[src/hw/rtl/cartesian_to_polar_core_assert.svh]
// Assertion macros for the cartesian to polar core.
// Used by cartesian_to_polar_core; no other dependencies.
`ifndef CARTESIAN_TO_POLAR_CORE_ASSERT_SVH
`define CARTESIAN_TO_POLAR_CORE_ASSERT_SVH

// Same-cycle implication, disabled while reset is asserted
`define C2P_ASSERT_IMPLIES(label, clk, rst_n, a, b) \
    label: assert property (@(posedge clk) disable iff (!rst_n) (a) |-> (b)) \
        else $error("c2p: same-cycle property failed");

// Next-cycle implication, disabled while reset is asserted
`define C2P_ASSERT_NEXT(label, clk, rst_n, a, b) \
    label: assert property (@(posedge clk) disable iff (!rst_n) (a) |=> (b)) \
        else $error("c2p: next-cycle property failed");

`endif

[src/hw/rtl/c2p_pkg.sv]
// Shared constants, types and elaboration functions for the cartesian to polar core.
// No dependencies.
`timescale 1ns / 1ps

package c2p_pkg;

    // Extra fraction bits carried through the rotation datapath
    localparam int GUARD_BITS = 8;
    // Entries in the arctangent table
    localparam int TABLE_SIZE = 32;
    // Half a turn in the 32-bit angle accumulator
    localparam logic [31:0] HALF_TURN = 32'h8000_0000;

    // atan(2^-i) in units of 2^-32 turn, rounded to nearest
    localparam logic [31:0] ATAN_TURNS [TABLE_SIZE] = '{
        32'd536870912, 32'd316933406, 32'd167458907, 32'd85004756,
        32'd42667331,  32'd21354465,  32'd10679838,  32'd5340245,
        32'd2670163,   32'd1335087,   32'd667544,    32'd333772,
        32'd166886,    32'd83443,     32'd41722,     32'd20861,
        32'd10430,     32'd5215,      32'd2608,      32'd1304,
        32'd652,       32'd326,       32'd163,       32'd81,
        32'd41,        32'd20,        32'd10,        32'd5,
        32'd3,         32'd1,         32'd1,         32'd0
    };

    // Control that travels with each word down the pipeline
    typedef struct packed {
        logic valid;
        logic zero;
    } c2p_ctl_t;

    // Product of (1 + 4^-i) over the first n micro-rotations, in Q60
    function automatic logic [63:0] c2p_gain_product(input int n);
        logic [63:0] p;
        p = 64'd1 << 60;
        for (int i = 0; i < TABLE_SIZE; i++) begin
            if (i < n) begin
                p = p + (p >> (2 * i));
            end
        end
        return p;
    endfunction

    // Integer square root, digit by digit (elaboration only)
    function automatic logic [63:0] c2p_isqrt(input logic [63:0] v);
        logic [63:0] rem;
        logic [63:0] root;
        logic [63:0] b;
        rem  = v;
        root = 64'd0;
        b    = 64'd1 << 62;
        for (int k = 0; k < 32; k++) begin
            if (b > rem) begin
                b = b >> 2;
            end
        end
        for (int k = 0; k < 32; k++) begin
            if (b != 64'd0) begin
                if (rem >= root + b) begin
                    rem  = rem - (root + b);
                    root = (root >> 1) + b;
                end else begin
                    root = root >> 1;
                end
                b = b >> 2;
            end
        end
        return root;
    endfunction

endpackage

[src/hw/rtl/c2p_ifs.sv]
// Valid/ready channel interfaces of the cartesian to polar core.
// No dependencies.
`timescale 1ns / 1ps

// Point pair channel: start and end point, signed Q16.16
interface c2p_point_if #(parameter int COORD_WIDTH = 32);
    logic                          valid;
    logic                          ready;
    logic signed [COORD_WIDTH-1:0] first_x;
    logic signed [COORD_WIDTH-1:0] first_y;
    logic signed [COORD_WIDTH-1:0] second_x;
    logic signed [COORD_WIDTH-1:0] second_y;

    modport source (output valid, output first_x, output first_y,
                    output second_x, output second_y, input ready);
    modport sink   (input valid, input first_x, input first_y,
                    input second_x, input second_y, output ready);
endinterface


[src/hw/rtl/c2p_prerot.sv]
// Front stage: difference vector, guard-bit scaling and half-turn pre-rotation.
// Depends on c2p_pkg and c2p_point_if.
`timescale 1ns / 1ps

module c2p_prerot
    import c2p_pkg::*;
#(
    parameter int COORD_WIDTH = 32,
    parameter int DATA_WIDTH  = 43
)
(
    input  logic                         clk,
    input  logic                         rst_n,
    c2p_point_if.sink                    points,
    output c2p_ctl_t                     ctl,
    output logic signed [DATA_WIDTH-1:0] x,
    output logic signed [DATA_WIDTH-1:0] y,
    output logic [31:0]                  acc,
    input  logic                         ready_in
);

    localparam int DIFF_WIDTH = COORD_WIDTH + 1;
    localparam int EXT_WIDTH  = DATA_WIDTH - DIFF_WIDTH;

    c2p_ctl_t                      ctl_reg;
    logic signed [DATA_WIDTH-1:0]  x_reg;
    logic signed [DATA_WIDTH-1:0]  y_reg;
    logic [31:0]                   acc_reg;
    logic signed [DATA_WIDTH-1:0]  x_next;
    logic signed [DATA_WIDTH-1:0]  y_next;
    logic [31:0]                   acc_next;
    logic signed [DIFF_WIDTH-1:0]  dx_fwd;
    logic signed [DIFF_WIDTH-1:0]  dx_rev;
    logic signed [DIFF_WIDTH-1:0]  dy_fwd;
    logic signed [DIFF_WIDTH-1:0]  dy_rev;
    logic signed [DIFF_WIDTH-1:0]  dx_sel;
    logic signed [DIFF_WIDTH-1:0]  dy_sel;
    logic                          load;

    // Take a new word whenever the stage is empty or draining
    assign load         = !ctl_reg.valid || ready_in;
    assign points.ready = load;

    // Form both differences so the half-turn flip needs no negation after
    always_comb
    begin
        dx_fwd = $signed({points.second_x[COORD_WIDTH-1], points.second_x})
               - $signed({points.first_x[COORD_WIDTH-1], points.first_x});
        dx_rev = $signed({points.first_x[COORD_WIDTH-1], points.first_x})
               - $signed({points.second_x[COORD_WIDTH-1], points.second_x});
        dy_fwd = $signed({points.second_y[COORD_WIDTH-1], points.second_y})
               - $signed({points.first_y[COORD_WIDTH-1], points.first_y});
        dy_rev = $signed({points.first_y[COORD_WIDTH-1], points.first_y})
               - $signed({points.second_y[COORD_WIDTH-1], points.second_y});
        dx_sel   = dx_fwd[DIFF_WIDTH-1] ? dx_rev : dx_fwd;
        dy_sel   = dx_fwd[DIFF_WIDTH-1] ? dy_rev : dy_fwd;
        acc_next = dx_fwd[DIFF_WIDTH-1] ? HALF_TURN : 32'd0;
        x_next   = $signed({{EXT_WIDTH{dx_sel[DIFF_WIDTH-1]}}, dx_sel}) <<< GUARD_BITS;
        y_next   = $signed({{EXT_WIDTH{dy_sel[DIFF_WIDTH-1]}}, dy_sel}) <<< GUARD_BITS;
    end

    // Advance control
    always_ff @(posedge clk or negedge rst_n)
    begin
        if (!rst_n)
        begin
            ctl_reg <= '0;
        end
        else if (load)
        begin
            ctl_reg.valid <= points.valid;
            ctl_reg.zero  <= (dx_fwd == '0) && (dy_fwd == '0);
        end
    end

    // Hold payload until the next word is taken
    always_ff @(posedge clk)
    begin
        if (load && points.valid)
        begin
            x_reg   <= x_next;
            y_reg   <= y_next;
            acc_reg <= acc_next;
        end
    end

    assign ctl = ctl_reg;
    assign x   = x_reg;
    assign y   = y_reg;
    assign acc = acc_reg;

endmodule

[src/flat_wrapper.sv]
// flat-port wrapper written by rule: the top's interface ports become plain ports
module c2p_prerot_flat import c2p_pkg::*;
#(
    parameter int COORD_WIDTH = 32,
    parameter int DATA_WIDTH  = 43
)
  (clk, rst_n, ctl, x, y, acc, ready_in, points_valid, points_first_x, points_first_y, points_second_x, points_second_y, points_ready);
  c2p_point_if #(.COORD_WIDTH(COORD_WIDTH)) points_i ();
  input  logic clk;
  input  logic rst_n;
  output c2p_ctl_t ctl;
  output logic signed [DATA_WIDTH-1:0] x;
  output logic signed [DATA_WIDTH-1:0] y;
  output logic [31:0] acc;
  input  logic ready_in;
  input wire logic [$bits(points_i.valid)-1:0] points_valid;
  input wire logic [$bits(points_i.first_x)-1:0] points_first_x;
  input wire logic [$bits(points_i.first_y)-1:0] points_first_y;
  input wire logic [$bits(points_i.second_x)-1:0] points_second_x;
  input wire logic [$bits(points_i.second_y)-1:0] points_second_y;
  output wire logic [$bits(points_i.ready)-1:0] points_ready;
  assign points_i.valid = points_valid;
  assign points_i.first_x = points_first_x;
  assign points_i.first_y = points_first_y;
  assign points_i.second_x = points_second_x;
  assign points_i.second_y = points_second_y;
  assign points_ready = points_i.ready;
  c2p_prerot #(.COORD_WIDTH(COORD_WIDTH), .DATA_WIDTH(DATA_WIDTH)) u_core (.clk(clk), .rst_n(rst_n), .points(points_i), .ctl(ctl), .x(x), .y(y), .acc(acc), .ready_in(ready_in));
endmodule
[config.mk]
export PLATFORM = sky130hd
export DESIGN_NAME = c2p_prerot_flat
export DESIGN_NICKNAME = d
export VERILOG_FILES = /design/src/hw/rtl/cartesian_to_polar_core_assert.svh /design/src/hw/rtl/c2p_pkg.sv /design/src/hw/rtl/c2p_ifs.sv /design/src/hw/rtl/c2p_prerot.sv /design/src/flat_wrapper.sv
export SDC_FILE = /design/constraint.sdc
export NUM_CORES = 1
export LEC_CHECK = 0
export BUFFER_PORTS_ARGS = -buffer_cell sky130_fd_sc_hd__buf_4
export CAP_MARGIN = 20
export CELL_PAD_IN_SITES_DETAIL_PLACEMENT = 2
export CELL_PAD_IN_SITES_GLOBAL_PLACEMENT = 2
export CORE_ASPECT_RATIO = 2
export CORE_MARGIN = 2
export CORE_UTILIZATION = 35
export CTS_BUF_LIST = sky130_fd_sc_hd__clkbuf_2 sky130_fd_sc_hd__clkbuf_4 sky130_fd_sc_hd__clkbuf_8
export CTS_CLUSTER_SIZE = 25
export DETAILED_ROUTE_END_ITERATION = 10
export HOLD_SLACK_MARGIN = 0.06
export PLACE_DENSITY = 0.87
export SLEW_MARGIN = 40
export SYNTH_ARGS = -nofsm -noshare
export SYNTH_HDL_FRONTEND = slang
export SYNTH_SLANG_ARGS = --single-unit
[constraint.sdc]
create_clock -name clk -period 5.1 [get_ports clk]
set_clock_uncertainty 0.15 [all_clocks]
set_input_delay 0.51 -clock clk [delete_from_list [all_inputs] [get_ports clk]]
set_output_delay 0.51 -clock clk [all_outputs]
set_load 0.005 [all_outputs]
### Word-level counts from Yosys, hierarchy flattened

Index checks and enable logic that the tools add are counted.

* mux-type cells: 3
* reduce and logical (&&, ||, !) cells: 6
* add/sub/neg operators: 4

Operators by type and width (count)
* $sub 32x32->33: 4
* $logic_not 33->1: 2
* $mux 33: 2
* $mux 32: 1
* $logic_and 1x1->1: 2
* $logic_not 1->1: 1
* $logic_or 1x1->1: 1

* bits of input ports: 132
* word-level logic and storage cells: 18
* output and inout bits: 121
* flip-flop bits (word level): 100

### Logic depth before layout (Yosys ltp)

* word-level depth: 3
* gate-level depth with buffers: 14

### Worst setup path after synthesis

Ideal clock, no wire load.

* kind: input to register
* from: in points_second_x[0]
* to: reg u_core.ctl_reg, in the netlist u_core.ctl[0]
* stages: 14
* setup slack: 1.329 ns
* library setup time: 0.077 ns
* arrival time: 3.545 ns
* buffers on the path: 0
* cells stage by stage: inv_1 -> ha_1 -> fa_1 -> nand4_1 -> or4_1 -> or4_1 -> a211oi_2 -> nand4_1 -> nor4_2 -> nand4_1 -> or4b_1 -> nor4_2 -> nand4_1 -> o21ai_1

* cells in the longest elaborated chain, start to end: 3

RTL lines
* from (decl): RTL line flat_wrapper.sv:19 `input wire logic [$bits(points_i.second_x)-1:0] points_second_x;`
* $sub 32x32->33: RTL line c2p_prerot.sv:48 `- $signed({points.first_x[COORD_WIDTH-1], points.first_x});`
* $logic_not 33->1: RTL line c2p_prerot.sv:72 `ctl_reg.zero <= (dx_fwd == '0) && (dy_fwd == '0);`
* $logic_and 1x1->1: RTL line c2p_prerot.sv:72
* to (decl): RTL line c2p_prerot.sv:25 `c2p_ctl_t ctl_reg;`

No other way between the ends.
A chain may end at the register's enable or synchronous reset.

### Final worst setup path

* from: in points_second_y[8]
* to: reg u_core.ctl_reg, in the netlist u_core.ctl[0]

* cells in the longest elaborated chain, start to end: 3

RTL lines
* from (decl): RTL line flat_wrapper.sv:20 `input wire logic [$bits(points_i.second_y)-1:0] points_second_y;`
* $sub 32x32->33: RTL line c2p_prerot.sv:52 `- $signed({points.first_y[COORD_WIDTH-1], points.first_y});`
* $logic_not 33->1: RTL line c2p_prerot.sv:72
* $logic_and 1x1->1: RTL line c2p_prerot.sv:72

No other way between the ends.

==> impl_metrics.ini <==
[status]
status = finished clean

[clock_tree]
cts_sinks = 69
clk_pin_slew_ns = 0.09
cts_inserted_buffers = 9
cts_tree = done
cts-htree-levels = 3
max-clock-path-buffers = 2
post-cts-setup-buffer-count = 0
ctsHoldBuffers = 1
cts_resized = 0
clock_latency_ns = 0.43
root_buffer = clkbuf_8

[global_route]
grt_pass1_wl_um = 69010
overflow = 0
grt_max_degree = 68
antenna_found_initial = 1
grt_pass1_vias = 12480
grt_use_total_pct = 28.04

[drt]
drtAntennaViolNets = 0
drc = 0
drtPass1Iterations = 5
viasPerCell = 5.810
drt-initial-drc-count = 381
wl_per_cell_um = 23.89
finalWirelength_um = 45660
vias = 11100

[worst_setup_path]
path_cells = buf_4, inv_1, ha_1, nand4_1, nor2_1, o21ai_1, a2111oi_0, nor2_1, a21oi_1, nor3b_1, a211o_1, and3_1, nand4_1, o21ai_1
crit_arrival_ns = 4.35
worst-setup-path-type = primary input to flop
cp.required_ns = 5.26
crit_fanout = 12
path_delay_family = compound AO/OA/AOI/OAI gates
crit_path_max_incr_delay_ns = 0.77
cp_slowest_cell = a2111oi_0
end_kind = flop
crit_path_start_kind = primary input
crit_buf_inv = 2

[sta]
max_slew_margin_pct = 38.17
layout_setup_ws_ns = 0.9068
fin_crit_sh_pct = 82.22
timing.final.crit_period_ns = 4.193
finalHoldViolations = 0
fin_tns_setup_ns = 0
drv_slew = 0
rsz0062_at_grt = false
tightest_slew_ns = 0.9178
clock.fmax_ghz = 0.2385
finalSetupViolCount = 0
hold_ws_ns = 0.1843

[logic_synthesis]
yosys_most_used_dff = edfxtp_1
synth_area_per_cell_um2 = 7.784
synth_edf_count = 67
synth_area_um2 = 10750
yosys_warnings = 0
yosys_register_bits = 69
ys_types = 91
ys_async_sr_fraction_pct = 2.899
synthCells = 1381
synth_seq_area_share_pct = 19.18

[finish]
fill_cells = 3517
fin_nets = 1802
drive_above_1_share_pct = 16.86
final_core_util_pct = 41.46
area_growth_pct = 16.38

[place]
gp_congestion = 0.9132
io_buffers = 205
pre_cts_ws_ns = 0.6006
hpwl_um = 37820

[die]
ioPinCount = 253
rows = 90
die_h_um = 251.9
core-area_um2 = 30180
initial_core_util_pct = 35.62
die_w_um = 127.9
die-area_um2 = 32220

[pwr]
power_uw = 2933
peakVddDrop_v = 0.0001385
p_per_area_nw_per_um2 = 234.5
p_leak_uw = 0.006092

[run]
maxCapViolations = 0

[worst_hold_path]
hp-class = primary input to flop
==> metal layers <==
layer,GRT usage (%),vias up,wire [um],share of wire [%]
met5,0,-,0,0
met4,20.97,0,3759,8.2
met3,3.499,194,1371,3.0
met2,56.73,379,26150,57
met1,23.84,5454,14380,31
li1,-,5076,-,-
==> Yosys cell counts (13+ instances only) <==
| cell type | n | area, um^2 |
|---|---|---|
| nand2b_1 | 13 | 81.33 |
| mux2i_1 | 22 | 220.2 |
| o21a_1 | 16 | 120.1 |
| o21ai_0 | 45 | 225.2 |
| edfxtp_1 | 67 | 2012 |
| o21ai_1 | 35 | 175.2 |
| o21bai_1 | 16 | 120.1 |
| nand2_1 | 91 | 341.6 |
| a21o_1 | 65 | 488.0 |
| inv_1 | 163 | 611.8 |
| buf_2 | 17 | 85.08 |
| a21oi_1 | 138 | 690.7 |
| nand4_1 | 25 | 156.4 |
| a211oi_1 | 18 | 135.1 |
| and3_1 | 15 | 93.84 |
| xnor2_1 | 56 | 490.5 |
| xor2_1 | 35 | 306.5 |
| clkbuf_1 | 38 | 142.6 |
| ha_1 | 129 | 1614 |
| nor2_1 | 83 | 311.6 |
| a31oi_1 | 13 | 81.33 |
| nor3_1 | 18 | 90.09 |
| nand3_1 | 20 | 100.1 |
| buf_4 | 56 | 420.4 |
| nor2b_1 | 15 | 93.84 |
==> area by class of cell <==
cell class	count	area (um^2)	share of cell area (%)
Tap cell	368	460.4	3.680
Inverter	164	618.1	4.941
Clock inverter	2	10.01	0.08001
Clock buffer	14	173.9	1.390
Multi-Input combinational cell	1078	7564	60.46
Timing Repair Buffer	215	1620	12.95
Sequential cell	69	2062	16.48
Antenna cell	1	2.502	0.02000
==> kinds of logic after synthesis <==
family	after synthesis	share of synthesized area, %
AOI/OAI and AO/OA	439	26.94
xor gates and xnor gates	91	7.414
adders and majority gates	133	15.76
buffers and inverters	280	12.14
DFF	69	19.18
muxes	24	2.258
other	1	0.03488
and+or+nand+nor	344	16.27
==> worst paths after layout <==
path,start,to,slack (ns),depth (start not counted)
worst max-delay path,points_second_y[8],u_core.ctl[0]$_DFFE_PN0N_,0.91,14
worst min-delay path,points_valid,u_core.ctl[1]$_DFFE_PN0N_,0.18,2
worst max register to register,u_core.ctl[1]$_DFFE_PN0N_,u_core.ctl[0]$_DFFE_PN0N_,2.00,11
worst min register to register,u_core.ctl[0]$_DFFE_PN0N_,u_core.ctl[0]$_DFFE_PN0N_,0.45,2
max in group asynchronous,rst_n,u_core.ctl[0]$_DFFE_PN0N_,4.45,2
min in group asynchronous,rst_n,u_core.ctl[1]$_DFFE_PN0N_,0.25,2
==> placed cells by master, fill, tap and decap left out, drive strengths merged, types with 6 or more instances in the layout <==
cell / Yosys / layout
o21a: 16 / 16
nand4: 25 / 25
a21o: 66 / 66
buf: 78 / 214
nor2b: 16 / 16
nand2b: 13 / 13
o21ai: 80 / 80
nand3: 20 / 20
ha: 129 / 129
conb: 1 / 47
and3: 15 / 15
a31oi: 14 / 14
a21boi: 6 / 6
and2: 9 / 9
nor4: 8 / 8
or3: 9 / 9
clkbuf: 38 / 14
nor3: 20 / 20
a21oi: 138 / 138
mux2i: 22 / 22
inv: 164 / 164
a2111oi: 8 / 8
nand2: 91 / 91
o31ai: 11 / 11
or2: 9 / 9
nor3b: 7 / 7
xor2: 35 / 35
a211oi: 19 / 19
o211ai: 12 / 12
nand3b: 6 / 6
o21bai: 16 / 16
xnor2: 56 / 56
nor2: 83 / 83
edfxtp: 67 / 67
==> per-stage QoR <==
stage / area (um^2) / instances
finish: 12510 / 1911
global route: 12510 / 1911
CTS: 12510 / 1910
detailed placement: 12310 / 1893
global placement: 12310 / 1893
floorplan: 10920 / 1427
==> power by group <==
part	leakage, uW	internal [uW]	switching, uW	total (uW)
clock	0.000101	218	274	493
combinational	0.00533	646	1000	1650
sequential	0.000663	756	35.4	791
total	0.00609	1620	1310	2930
(Power assumes the default switching activity.)
