<file path="config.mk">
export PLATFORM = sky130hd
export DESIGN_NAME = c2p_scale_flat
export DESIGN_NICKNAME = d
export VERILOG_FILES = /design/src/hw/rtl/cartesian_to_polar_core_assert.svh /design/src/hw/rtl/c2p_pkg.sv /design/src/hw/rtl/c2p_ifs.sv /design/src/hw/rtl/c2p_scale.sv /design/src/flat_wrapper.sv
export SDC_FILE = /design/constraint.sdc
export NUM_CORES = 2
export LEC_CHECK = 0
export BUFFER_PORTS_ARGS = -buffer_cell sky130_fd_sc_hd__buf_4
export CORE_ASPECT_RATIO = 0.7
export CORE_MARGIN = 4
export CORE_UTILIZATION = 55
export CTS_CLUSTER_SIZE = 8
export DETAILED_ROUTE_END_ITERATION = 7
export GPL_ROUTABILITY_DRIVEN = 0
export HOLD_SLACK_MARGIN = 0.15
export PLACE_DENSITY = 0.72
export RECOVER_POWER = 50
export SYNTH_ARGS = -nofsm -noshare
export SYNTH_HDL_FRONTEND = slang
export SYNTH_SLANG_ARGS = --single-unit
</file>
<file path="constraint.sdc">
create_clock -name clk -period 4.35 [get_ports clk]
set_input_delay 0.435 -clock clk [delete_from_list [all_inputs] [get_ports clk]]
set_output_delay 0.435 -clock clk [all_outputs]
set_load 0.05 [all_outputs]
</file>
<file path="src/hw/rtl/cartesian_to_polar_core_assert.svh">
// Assertion macros for the cartesian to polar core.
// Used by cartesian_to_polar_core; no other dependencies.
`ifndef CARTESIAN_TO_POLAR_CORE_ASSERT_SVH
`define CARTESIAN_TO_POLAR_CORE_ASSERT_SVH

// Same-cycle implication, disabled while reset is asserted
`define C2P_ASSERT_IMPLIES(label, clk, rst_n, a, b) \
    label: assert property (@(posedge clk) disable iff (!rst_n) (a) |-> (b)) \
        else $error("c2p: same-cycle property failed");

// Next-cycle implication, disabled while reset is asserted
`define C2P_ASSERT_NEXT(label, clk, rst_n, a, b) \
    label: assert property (@(posedge clk) disable iff (!rst_n) (a) |=> (b)) \
        else $error("c2p: next-cycle property failed");

`endif

</file>
<file path="src/hw/rtl/c2p_pkg.sv">
// Shared constants, types and elaboration functions for the cartesian to polar core.
// No dependencies.
`timescale 1ns / 1ps

package c2p_pkg;

    // Extra fraction bits carried through the rotation datapath
    localparam int GUARD_BITS = 8;
    // Entries in the arctangent table
    localparam int TABLE_SIZE = 32;
    // Half a turn in the 32-bit angle accumulator
    localparam logic [31:0] HALF_TURN = 32'h8000_0000;

    // atan(2^-i) in units of 2^-32 turn, rounded to nearest
    localparam logic [31:0] ATAN_TURNS [TABLE_SIZE] = '{
        32'd536870912, 32'd316933406, 32'd167458907, 32'd85004756,
        32'd42667331,  32'd21354465,  32'd10679838,  32'd5340245,
        32'd2670163,   32'd1335087,   32'd667544,    32'd333772,
        32'd166886,    32'd83443,     32'd41722,     32'd20861,
        32'd10430,     32'd5215,      32'd2608,      32'd1304,
        32'd652,       32'd326,       32'd163,       32'd81,
        32'd41,        32'd20,        32'd10,        32'd5,
        32'd3,         32'd1,         32'd1,         32'd0
    };

    // Control that travels with each word down the pipeline
    typedef struct packed {
        logic valid;
        logic zero;
    } c2p_ctl_t;

    // Product of (1 + 4^-i) over the first n micro-rotations, in Q60
    function automatic logic [63:0] c2p_gain_product(input int n);
        logic [63:0] p;
        p = 64'd1 << 60;
        for (int i = 0; i < TABLE_SIZE; i++) begin
            if (i < n) begin
                p = p + (p >> (2 * i));
            end
        end
        return p;
    endfunction

    // Integer square root, digit by digit (elaboration only)
    function automatic logic [63:0] c2p_isqrt(input logic [63:0] v);
        logic [63:0] rem;
        logic [63:0] root;
        logic [63:0] b;
        rem  = v;
        root = 64'd0;
        b    = 64'd1 << 62;
        for (int k = 0; k < 32; k++) begin
            if (b > rem) begin
                b = b >> 2;
            end
        end
        for (int k = 0; k < 32; k++) begin
            if (b != 64'd0) begin
                if (rem >= root + b) begin
                    rem  = rem - (root + b);
                    root = (root >> 1) + b;
                end else begin
                    root = root >> 1;
                end
                b = b >> 2;
            end
        end
        return root;
    endfunction

endpackage

</file>
<file path="src/hw/rtl/c2p_ifs.sv">


// Polar result channel: distance (unsigned Q17.16) and binary angle heading
interface c2p_polar_if #(parameter int COORD_WIDTH = 32, parameter int ANGLE_WIDTH = 16);
    logic                   valid;
    logic                   ready;
    logic [COORD_WIDTH:0]   distance;
    logic [ANGLE_WIDTH-1:0] heading;

    modport source (output valid, output distance, output heading, input ready);
    modport sink   (input valid, input distance, input heading, output ready);
endinterface

</file>
<file path="src/hw/rtl/c2p_scale.sv">
// Gain compensation, rounding and saturation of the distance; heading rounding.
// Depends on c2p_pkg and c2p_polar_if.
`timescale 1ns / 1ps

module c2p_scale
    import c2p_pkg::*;
#(
    parameter int COORD_WIDTH = 32,
    parameter int ANGLE_WIDTH = 16,
    parameter int MAG_WIDTH   = 42,
    parameter int STAGES      = 16
)
(
    input  logic                 clk,
    input  logic                 rst_n,
    input  c2p_ctl_t             ctl_in,
    input  logic [MAG_WIDTH-1:0] mag_in,
    input  logic [31:0]          acc_in,
    output logic                 ready_out,
    output c2p_ctl_t             ctl_out,
    c2p_polar_if.source          polar
);

    // Gain 1/prod(sqrt(1 + 4^-i)) in Q32
    localparam logic [63:0] GAIN_FULL =
        (64'd1 << 62) / c2p_isqrt(c2p_gain_product(STAGES));
    localparam logic [31:0] GAIN_Q32 = GAIN_FULL[31:0];

    // Magnitude split in halves so each product stays near 32x32
    localparam int LO_W       = (MAG_WIDTH + 1) / 2;
    localparam int HI_W       = MAG_WIDTH - LO_W;
    localparam int LOP_W      = LO_W + 33;
    localparam int HIP_W      = HI_W + 32;
    localparam int SUM_W      = MAG_WIDTH + 33;
    localparam int DROP       = 32 + GUARD_BITS;
    localparam int WIDE_W     = SUM_W - DROP;
    localparam int DIST_W     = COORD_WIDTH + 1;
    localparam logic [LOP_W-1:0] ROUND_ADD = LOP_W'(1) << (DROP - 1);
    localparam logic [32:0]      HEAD_HALF = (33'd1 << (32 - ANGLE_WIDTH)) >> 1;

    c2p_ctl_t               ctl1_reg;
    c2p_ctl_t               ctl2_reg;
    logic [LOP_W-1:0]       lo_prod_reg;
    logic [HIP_W-1:0]       hi_prod_reg;
    logic [ANGLE_WIDTH-1:0] head1_reg;
    logic [DIST_W-1:0]      dist_reg;
    logic [ANGLE_WIDTH-1:0] head2_reg;
    logic [LO_W+31:0]       lo_prod;
    logic [HIP_W-1:0]       hi_prod;
    logic [LOP_W-1:0]       lo_prod_next;
    logic [32:0]            head_sum;
    logic [ANGLE_WIDTH-1:0] head_next;
    logic [SUM_W-1:0]       prod_sum;
    logic [WIDE_W-1:0]      dist_wide;
    logic [DIST_W-1:0]      dist_next;
    logic                   adv1;
    logic                   adv2;

    assign adv2      = !ctl2_reg.valid || polar.ready;
    assign adv1      = !ctl1_reg.valid || adv2;
    assign ready_out = adv1;

    // Stage 1: partial products with the rounding offset folded in; round heading
    always_comb
    begin
        lo_prod      = {32'd0, mag_in[LO_W-1:0]} * {{LO_W{1'b0}}, GAIN_Q32};
        hi_prod      = {32'd0, mag_in[MAG_WIDTH-1:LO_W]} * {{HI_W{1'b0}}, GAIN_Q32};
        lo_prod_next = {1'b0, lo_prod} + ROUND_ADD;
        head_sum     = {1'b0, acc_in} + HEAD_HALF;
        head_next    = ctl_in.zero ? '0 : head_sum[32-ANGLE_WIDTH +: ANGLE_WIDTH];
    end

    // Stage 2: sum partial products, drop fraction bits, saturate
    always_comb
    begin
        prod_sum  = SUM_W'({hi_prod_reg, {LO_W{1'b0}}}) + SUM_W'(lo_prod_reg);
        dist_wide = prod_sum[SUM_W-1:DROP];
        if (|dist_wide[WIDE_W-1:DIST_W])
        begin
            dist_next = '1;
        end
        else
        begin
            dist_next = dist_wide[DIST_W-1:0];
        end
    end

    // Advance control of both stages
    always_ff @(posedge clk or negedge rst_n)
    begin
        if (!rst_n)
        begin
            ctl1_reg <= '0;
            ctl2_reg <= '0;
        end
        else
        begin
            if (adv1)
            begin
                ctl1_reg <= ctl_in;
            end
            if (adv2)
            begin
                ctl2_reg <= ctl1_reg;
            end
        end
    end

    // Hold payload while stalled
    always_ff @(posedge clk)
    begin
        if (adv1 && ctl_in.valid)
        begin
            lo_prod_reg <= lo_prod_next;
            hi_prod_reg <= hi_prod;
            head1_reg   <= head_next;
        end
        if (adv2 && ctl1_reg.valid)
        begin
            dist_reg  <= dist_next;
            head2_reg <= head1_reg;
        end
    end

    assign ctl_out        = ctl2_reg;
    assign polar.valid    = ctl2_reg.valid;
    assign polar.distance = dist_reg;
    assign polar.heading  = head2_reg;

endmodule

</file>
<file path="src/flat_wrapper.sv">
// flat-port wrapper written by rule: the top's interface ports become plain ports
module c2p_scale_flat import c2p_pkg::*;
#(
    parameter int COORD_WIDTH = 32,
    parameter int ANGLE_WIDTH = 16,
    parameter int MAG_WIDTH   = 42,
    parameter int STAGES      = 16
)
  (clk, rst_n, ctl_in, mag_in, acc_in, ready_out, ctl_out, polar_valid, polar_distance, polar_heading, polar_ready);
  c2p_polar_if #(.COORD_WIDTH(COORD_WIDTH), .ANGLE_WIDTH(ANGLE_WIDTH)) polar_i ();
  input  logic clk;
  input  logic rst_n;
  input  c2p_ctl_t ctl_in;
  input  logic [MAG_WIDTH-1:0] mag_in;
  input  logic [31:0] acc_in;
  output logic ready_out;
  output c2p_ctl_t ctl_out;
  output wire logic [$bits(polar_i.valid)-1:0] polar_valid;
  output wire logic [$bits(polar_i.distance)-1:0] polar_distance;
  output wire logic [$bits(polar_i.heading)-1:0] polar_heading;
  input wire logic [$bits(polar_i.ready)-1:0] polar_ready;
  assign polar_valid = polar_i.valid;
  assign polar_distance = polar_i.distance;
  assign polar_heading = polar_i.heading;
  assign polar_i.ready = polar_ready;
  c2p_scale #(.COORD_WIDTH(COORD_WIDTH), .ANGLE_WIDTH(ANGLE_WIDTH), .MAG_WIDTH(MAG_WIDTH), .STAGES(STAGES)) u_core (.clk(clk), .rst_n(rst_n), .ctl_in(ctl_in), .mag_in(mag_in), .acc_in(acc_in), .ready_out(ready_out), .ctl_out(ctl_out), .polar(polar_i));
endmodule
</file>
* Word-level counts from Yosys, hierarchy flattened *
Index checks and enable logic that the tools add are counted.
W data, S select, Z words.

storage, ports and cells
  word-level logic and storage cells = 21
  bits of input ports = 79
  register bits = 175

operators by class
  multipliers = 2
  add/subtract/negate cells = 3
  reductions and logical operators = 7

operator list
  cell                      count
  $mul A21 B31 Y52 const B  2
  $add A74 B54 Y75          1
  $add A53 B40 Y54 const B  1
  $add A32 B16 Y32 const B  1
  $logic_and A1 B1 Y1       2
  $logic_not A1 Y1          2
  $logic_or A1 B1 Y1        2
  $reduce_or A2 Y1          1

* Longest topological paths before layout *
  word-level depth = 4
  mapped depth = 27
  gate-level depth less buffers = 26

* Worst setup path after synthesis *
OpenSTA, ideal clock, no wires.

  path type = input -> register
  start = in mag_in[12]
  end = reg u_core.lo_prod_reg[52] (data pin)
  data required time = 4.093 ns
  library setup time = 0.257 ns
  cell stages on the path = 24
  arrival = 6.480 ns
  path slack = -2.388 ns
  cell sequence = fa_1 > fa_1 > inv_1 > fa_1 > inv_1 > fa_1 > fa_1 > fa_1 > inv_1 > fa_1 > inv_1 > ha_1 > buf_6 > and3_1 > and2b_1 > o22ai_2 > o311ai_1 > a21oi_1 > nand4_1 > a221oi_4 > xor2_2 > nor3_4 > mux2i_1 > nor3_2

on the way
  longest elaborated chain between the ends = 2

RTL lines
  what                         line                source
  start, declared              flat_wrapper.sv:14  input logic [MAG_WIDTH-1:0] mag_in;
  $mul A21 B31 Y52             c2p_scale.sv:66     lo_prod = {32'd0, mag_in[LO_W-1:0]} * {{LO_W{1'b0}}, GAIN_Q32};
  $add A53 B40 Y54             c2p_scale.sv:68     lo_prod_next = {1'b0, lo_prod} + ROUND_ADD;
  via u_core.lo_prod_next[52]  c2p_scale.sv:50     logic [LOP_W-1:0] lo_prod_next;
  end signal, assigned         c2p_scale.sv:114    lo_prod_reg <= lo_prod_next;
  end, declared                c2p_scale.sv:43     logic [LOP_W-1:0] lo_prod_reg;

The timed path passes the listed nets, and every way through them passes these cells.
A chain may end at the register's enable or synchronous reset.

* Final worst setup path *
  start = in mag_in[15]
  end = reg u_core.lo_prod_reg[52] (data pin)

The elaborated chain is that of the path after synthesis.

==> metrics.md <==
| Metric | Value |
|---|---|
| EDFF count, synth | `149` |
| Routed via count | `23900` |
| WL final | `93.6 mm` |
| Count leader, synth | `inv_1` |
| Worst Tran Pin Value | `3.02 ns` |
| Max-slew violations | `137` |
| Fmax | `0.145 GHz` |
| Post-DP HPWL | `75.9 mm` |
| Number of top-level pins | `132` |
| RR Startpoint | `u_core.hi_prod_reg[4]` |
| CP arrival | `7.11 ns` |
| Setup violators final | `72` |
| Yosys top cell by area | `fa_1` |
| Die H | `202 um` |
| Remaining Overflow, GRT | `0` |
| Largest net degree at the start of global routing | `87` |
| Worst flop-to-flop path endpoint | `u_core.polar.distance[1]` |
| WP buf/inv | `8` |
| Synth Warn # | `0` |
| Deepest clock path buffer count | `2` |
| Area grow syn2layout | `30.3%` |
| Initial antenna violation count | `1` |
| Data required, critical path | `4.55 ns` |
| Critical path class | `in -> reg` |
| Worst path most repeated cell | `fa_1` |
| Vias per cell | `5.62` |
| CP startpoint kind | `input port` |
| Simple-gate share of the synthesized area | `0.0633` |
| Fin worst setup slack | `-2.57 ns` |
| Clock transition at path regs | `0.07 ns` |
| Clk_skew | `0.0171 ns` |
| R2R Setup Slk | `0.20 ns` |
| Hold Path Class | `in -> reg` |
| Min cycle time layout | `6.92 ns` |
| R2R cell count | `12` |
| Setup crit end kind | `register` |
| Top-area cell type share of the netlist area | `0.369` |
| Cell count after synthesis | `2762` |
| Fraction of layout cells with a size suffix above 1 | `0.303` |
| Failing checks | `capacitance limit, slew limit, setup timing` |
| DR WL/cell | `22.0 um` |
| Worst hold start | `ctl_in[1]` |
| DRT iter0 DRCs | `2308` |
| Worst Setup SP | `mag_in[15]` |
| Post-synthesis compound-gate area fraction | `0.0814` |
| #FFs+latches synth | `153` |
| Slew Limit Headroom | `-1.01` |
| Count of buffers from port buffering | `116` |
| First-pass GRT wire length | `139 mm` |
| CTS tree | `built` |
| Most instantiated cells after synthesis | `732 x inv_1, 544 x fa_1, 457 x ha_1` |
| Mapped Area | `0.0296 mm^2` |
| Layout net count | `4593` |
| Synth Area in Adders | `0.562` |
| Outcome | `finished, violations left` |
| Core footprint | `0.0526 mm^2` |
| Post-synthesis async set-or-reset flop share | `0.0261` |
| Max-cap violations | `2` |
| Die area | `0.0576 mm^2` |
| Synth area leaders | `fa_1 37%, ha_1 19%, edfxtp_1 15%` |
| Hold Path Depth | `2` |
| Antenna Nets Post-Route | `0` |
| Largest family of logic cells by synthesized area | `adder cells` |
| Clk sinks | `153` |
| Post-layout util | `0.732` |
| Mux cell area share after synthesis | `0.00246` |
| Max reg flops | `52` |
| Gr usage total | `0.310` |
| Die Wd | `285 um` |
| Area of the multi-input gates | `0.0238 mm^2` |
| Clock latency on the worst-skew pair | `0.45 ns` |
| Row cnt | `70` |
| Syn Nets | `3842` |
| CTS H-tree depth | `4` |
| Distinct cells, synth | `84` |
| Remaining DRCs | `0` |
| Fin. Hold Viols | `0` |
| Max incr delay on CP | `0.62 ns` |
| Avg Cell Area, Syn | `10.7 um^2` |
| Sequential-to-total area share from yosys stat | `0.155` |
| WHS Endpoint | `u_core.ctl1_reg[1]` |
| Root buf cell | `clkbuf_16` |
| Starting Density | `0.561` |
| Number of global-route vias before repair | `25200` |
| Register area | `0.00457 mm^2` |
| Main synth FF type | `edfxtp_1` |
| Fill cells | `3343` |
| Drt pass-1 iters | `6` |
| RSZ-0062 raised after global routing | `true` |
| TritonCTS Buffers | `17` |
| Tcrit/Tclk final | `1.59` |
| Worst Path Max Fanout | `5` |
| CP delay by family, top | `adder cells` |
| Post-Synth XOR/XNOR Area | `0.0378` |
| CP max-delay cell | `fa_1` |
[routing by layer]
metal	track usage	part of all wire	routed length, um	vias to the layer above
li1	-	-	-	10400
met1	0.446	0.41	38300	11900
met2	0.447	0.42	39600	1397
met3	0.134	0.14	13600	236
met4	0.0445	0.023	2160	0
met5	0	0	0	-
[placed cells by master, fill, tap and decap left out, drive strengths merged, types with 14 or more instances in the layout]
| cell type | n |
|---|---|
| a21o | 76 |
| o21bai | 17 |
| nand4 | 36 |
| ha | 457 |
| a21oi | 97 |
| inv | 738 |
| nor3 | 19 |
| a31oi | 20 |
| nand3 | 34 |
| clkbuf | 78 |
| xor2 | 56 |
| nand2 | 86 |
| buf | 704 |
| xnor2 | 69 |
| o211ai | 14 |
| and3 | 20 |
| nor2b | 18 |
| nor2 | 69 |
| fa | 544 |
| o21ai | 64 |
| edfxtp | 149 |
[repair_timing]
action	4_1_cts	5_1_grt
pin swaps	167	154
endpoints found under the hold margin	4	0
buffers inserted	58	41
hold buffers	1	0
resized for setup	200	158
endpoints found under the setup margin	73	73
[layout make-up]
class | instances | area share
flip-flops and latches | 153 | 0.119
inverters | 732 | 0.0718
repair buffers | 766 | 0.153
well taps | 720 | 0.0234
clock inverters | 15 | 0.00416
multi-input cells | 1843 | 0.617
clock buffers | 17 | 0.0110
diodes | 1 | 0.0000650
[logic make-up after synthesis]
family | after synthesis
adder cells (fa/ha/maj) | 1001
buffers and inverters | 766
AO/OA/AOI/OAI | 360
AND/OR/NAND/NOR | 350
flip-flops | 153
XOR/XNOR | 125
multiplexers | 7
[per-stage QoR]
step           hold slack (ns)  TNS (ns)  std cells  area [um^2]  worst slack (ns)
6_report                 0.194   -120.43       4247        38500             -2.57
5_1_grt                  0.185   -126.05       4246        38500             -2.65
4_1_cts                  0.180   -107.23       4220        37800             -2.39
3_5_place_dp             0.234   -151.44       4145        36000             -2.97
3_3_place_gp             0.231   -145.44       4145        36000             -2.83
2_1_floorplan            0.139   -102.96       2762        30000             -2.31
[worst max path at each step]
stage | to | cells past startpoint
finish | u_core.lo_prod_reg[52] | 26
global route | u_core.lo_prod_reg[52] | 26
CTS | u_core.lo_prod_reg[52] | 24
detailed placement | u_core.lo_prod_reg[52] | 26
global placement | u_core.lo_prod_reg[52] | 23
floorplan | u_core.lo_prod_reg[52] | 23
Power is left out: the tool's default activity adds up to more than one toggle a clock period on the data nets, which glitch-free logic cannot reach.
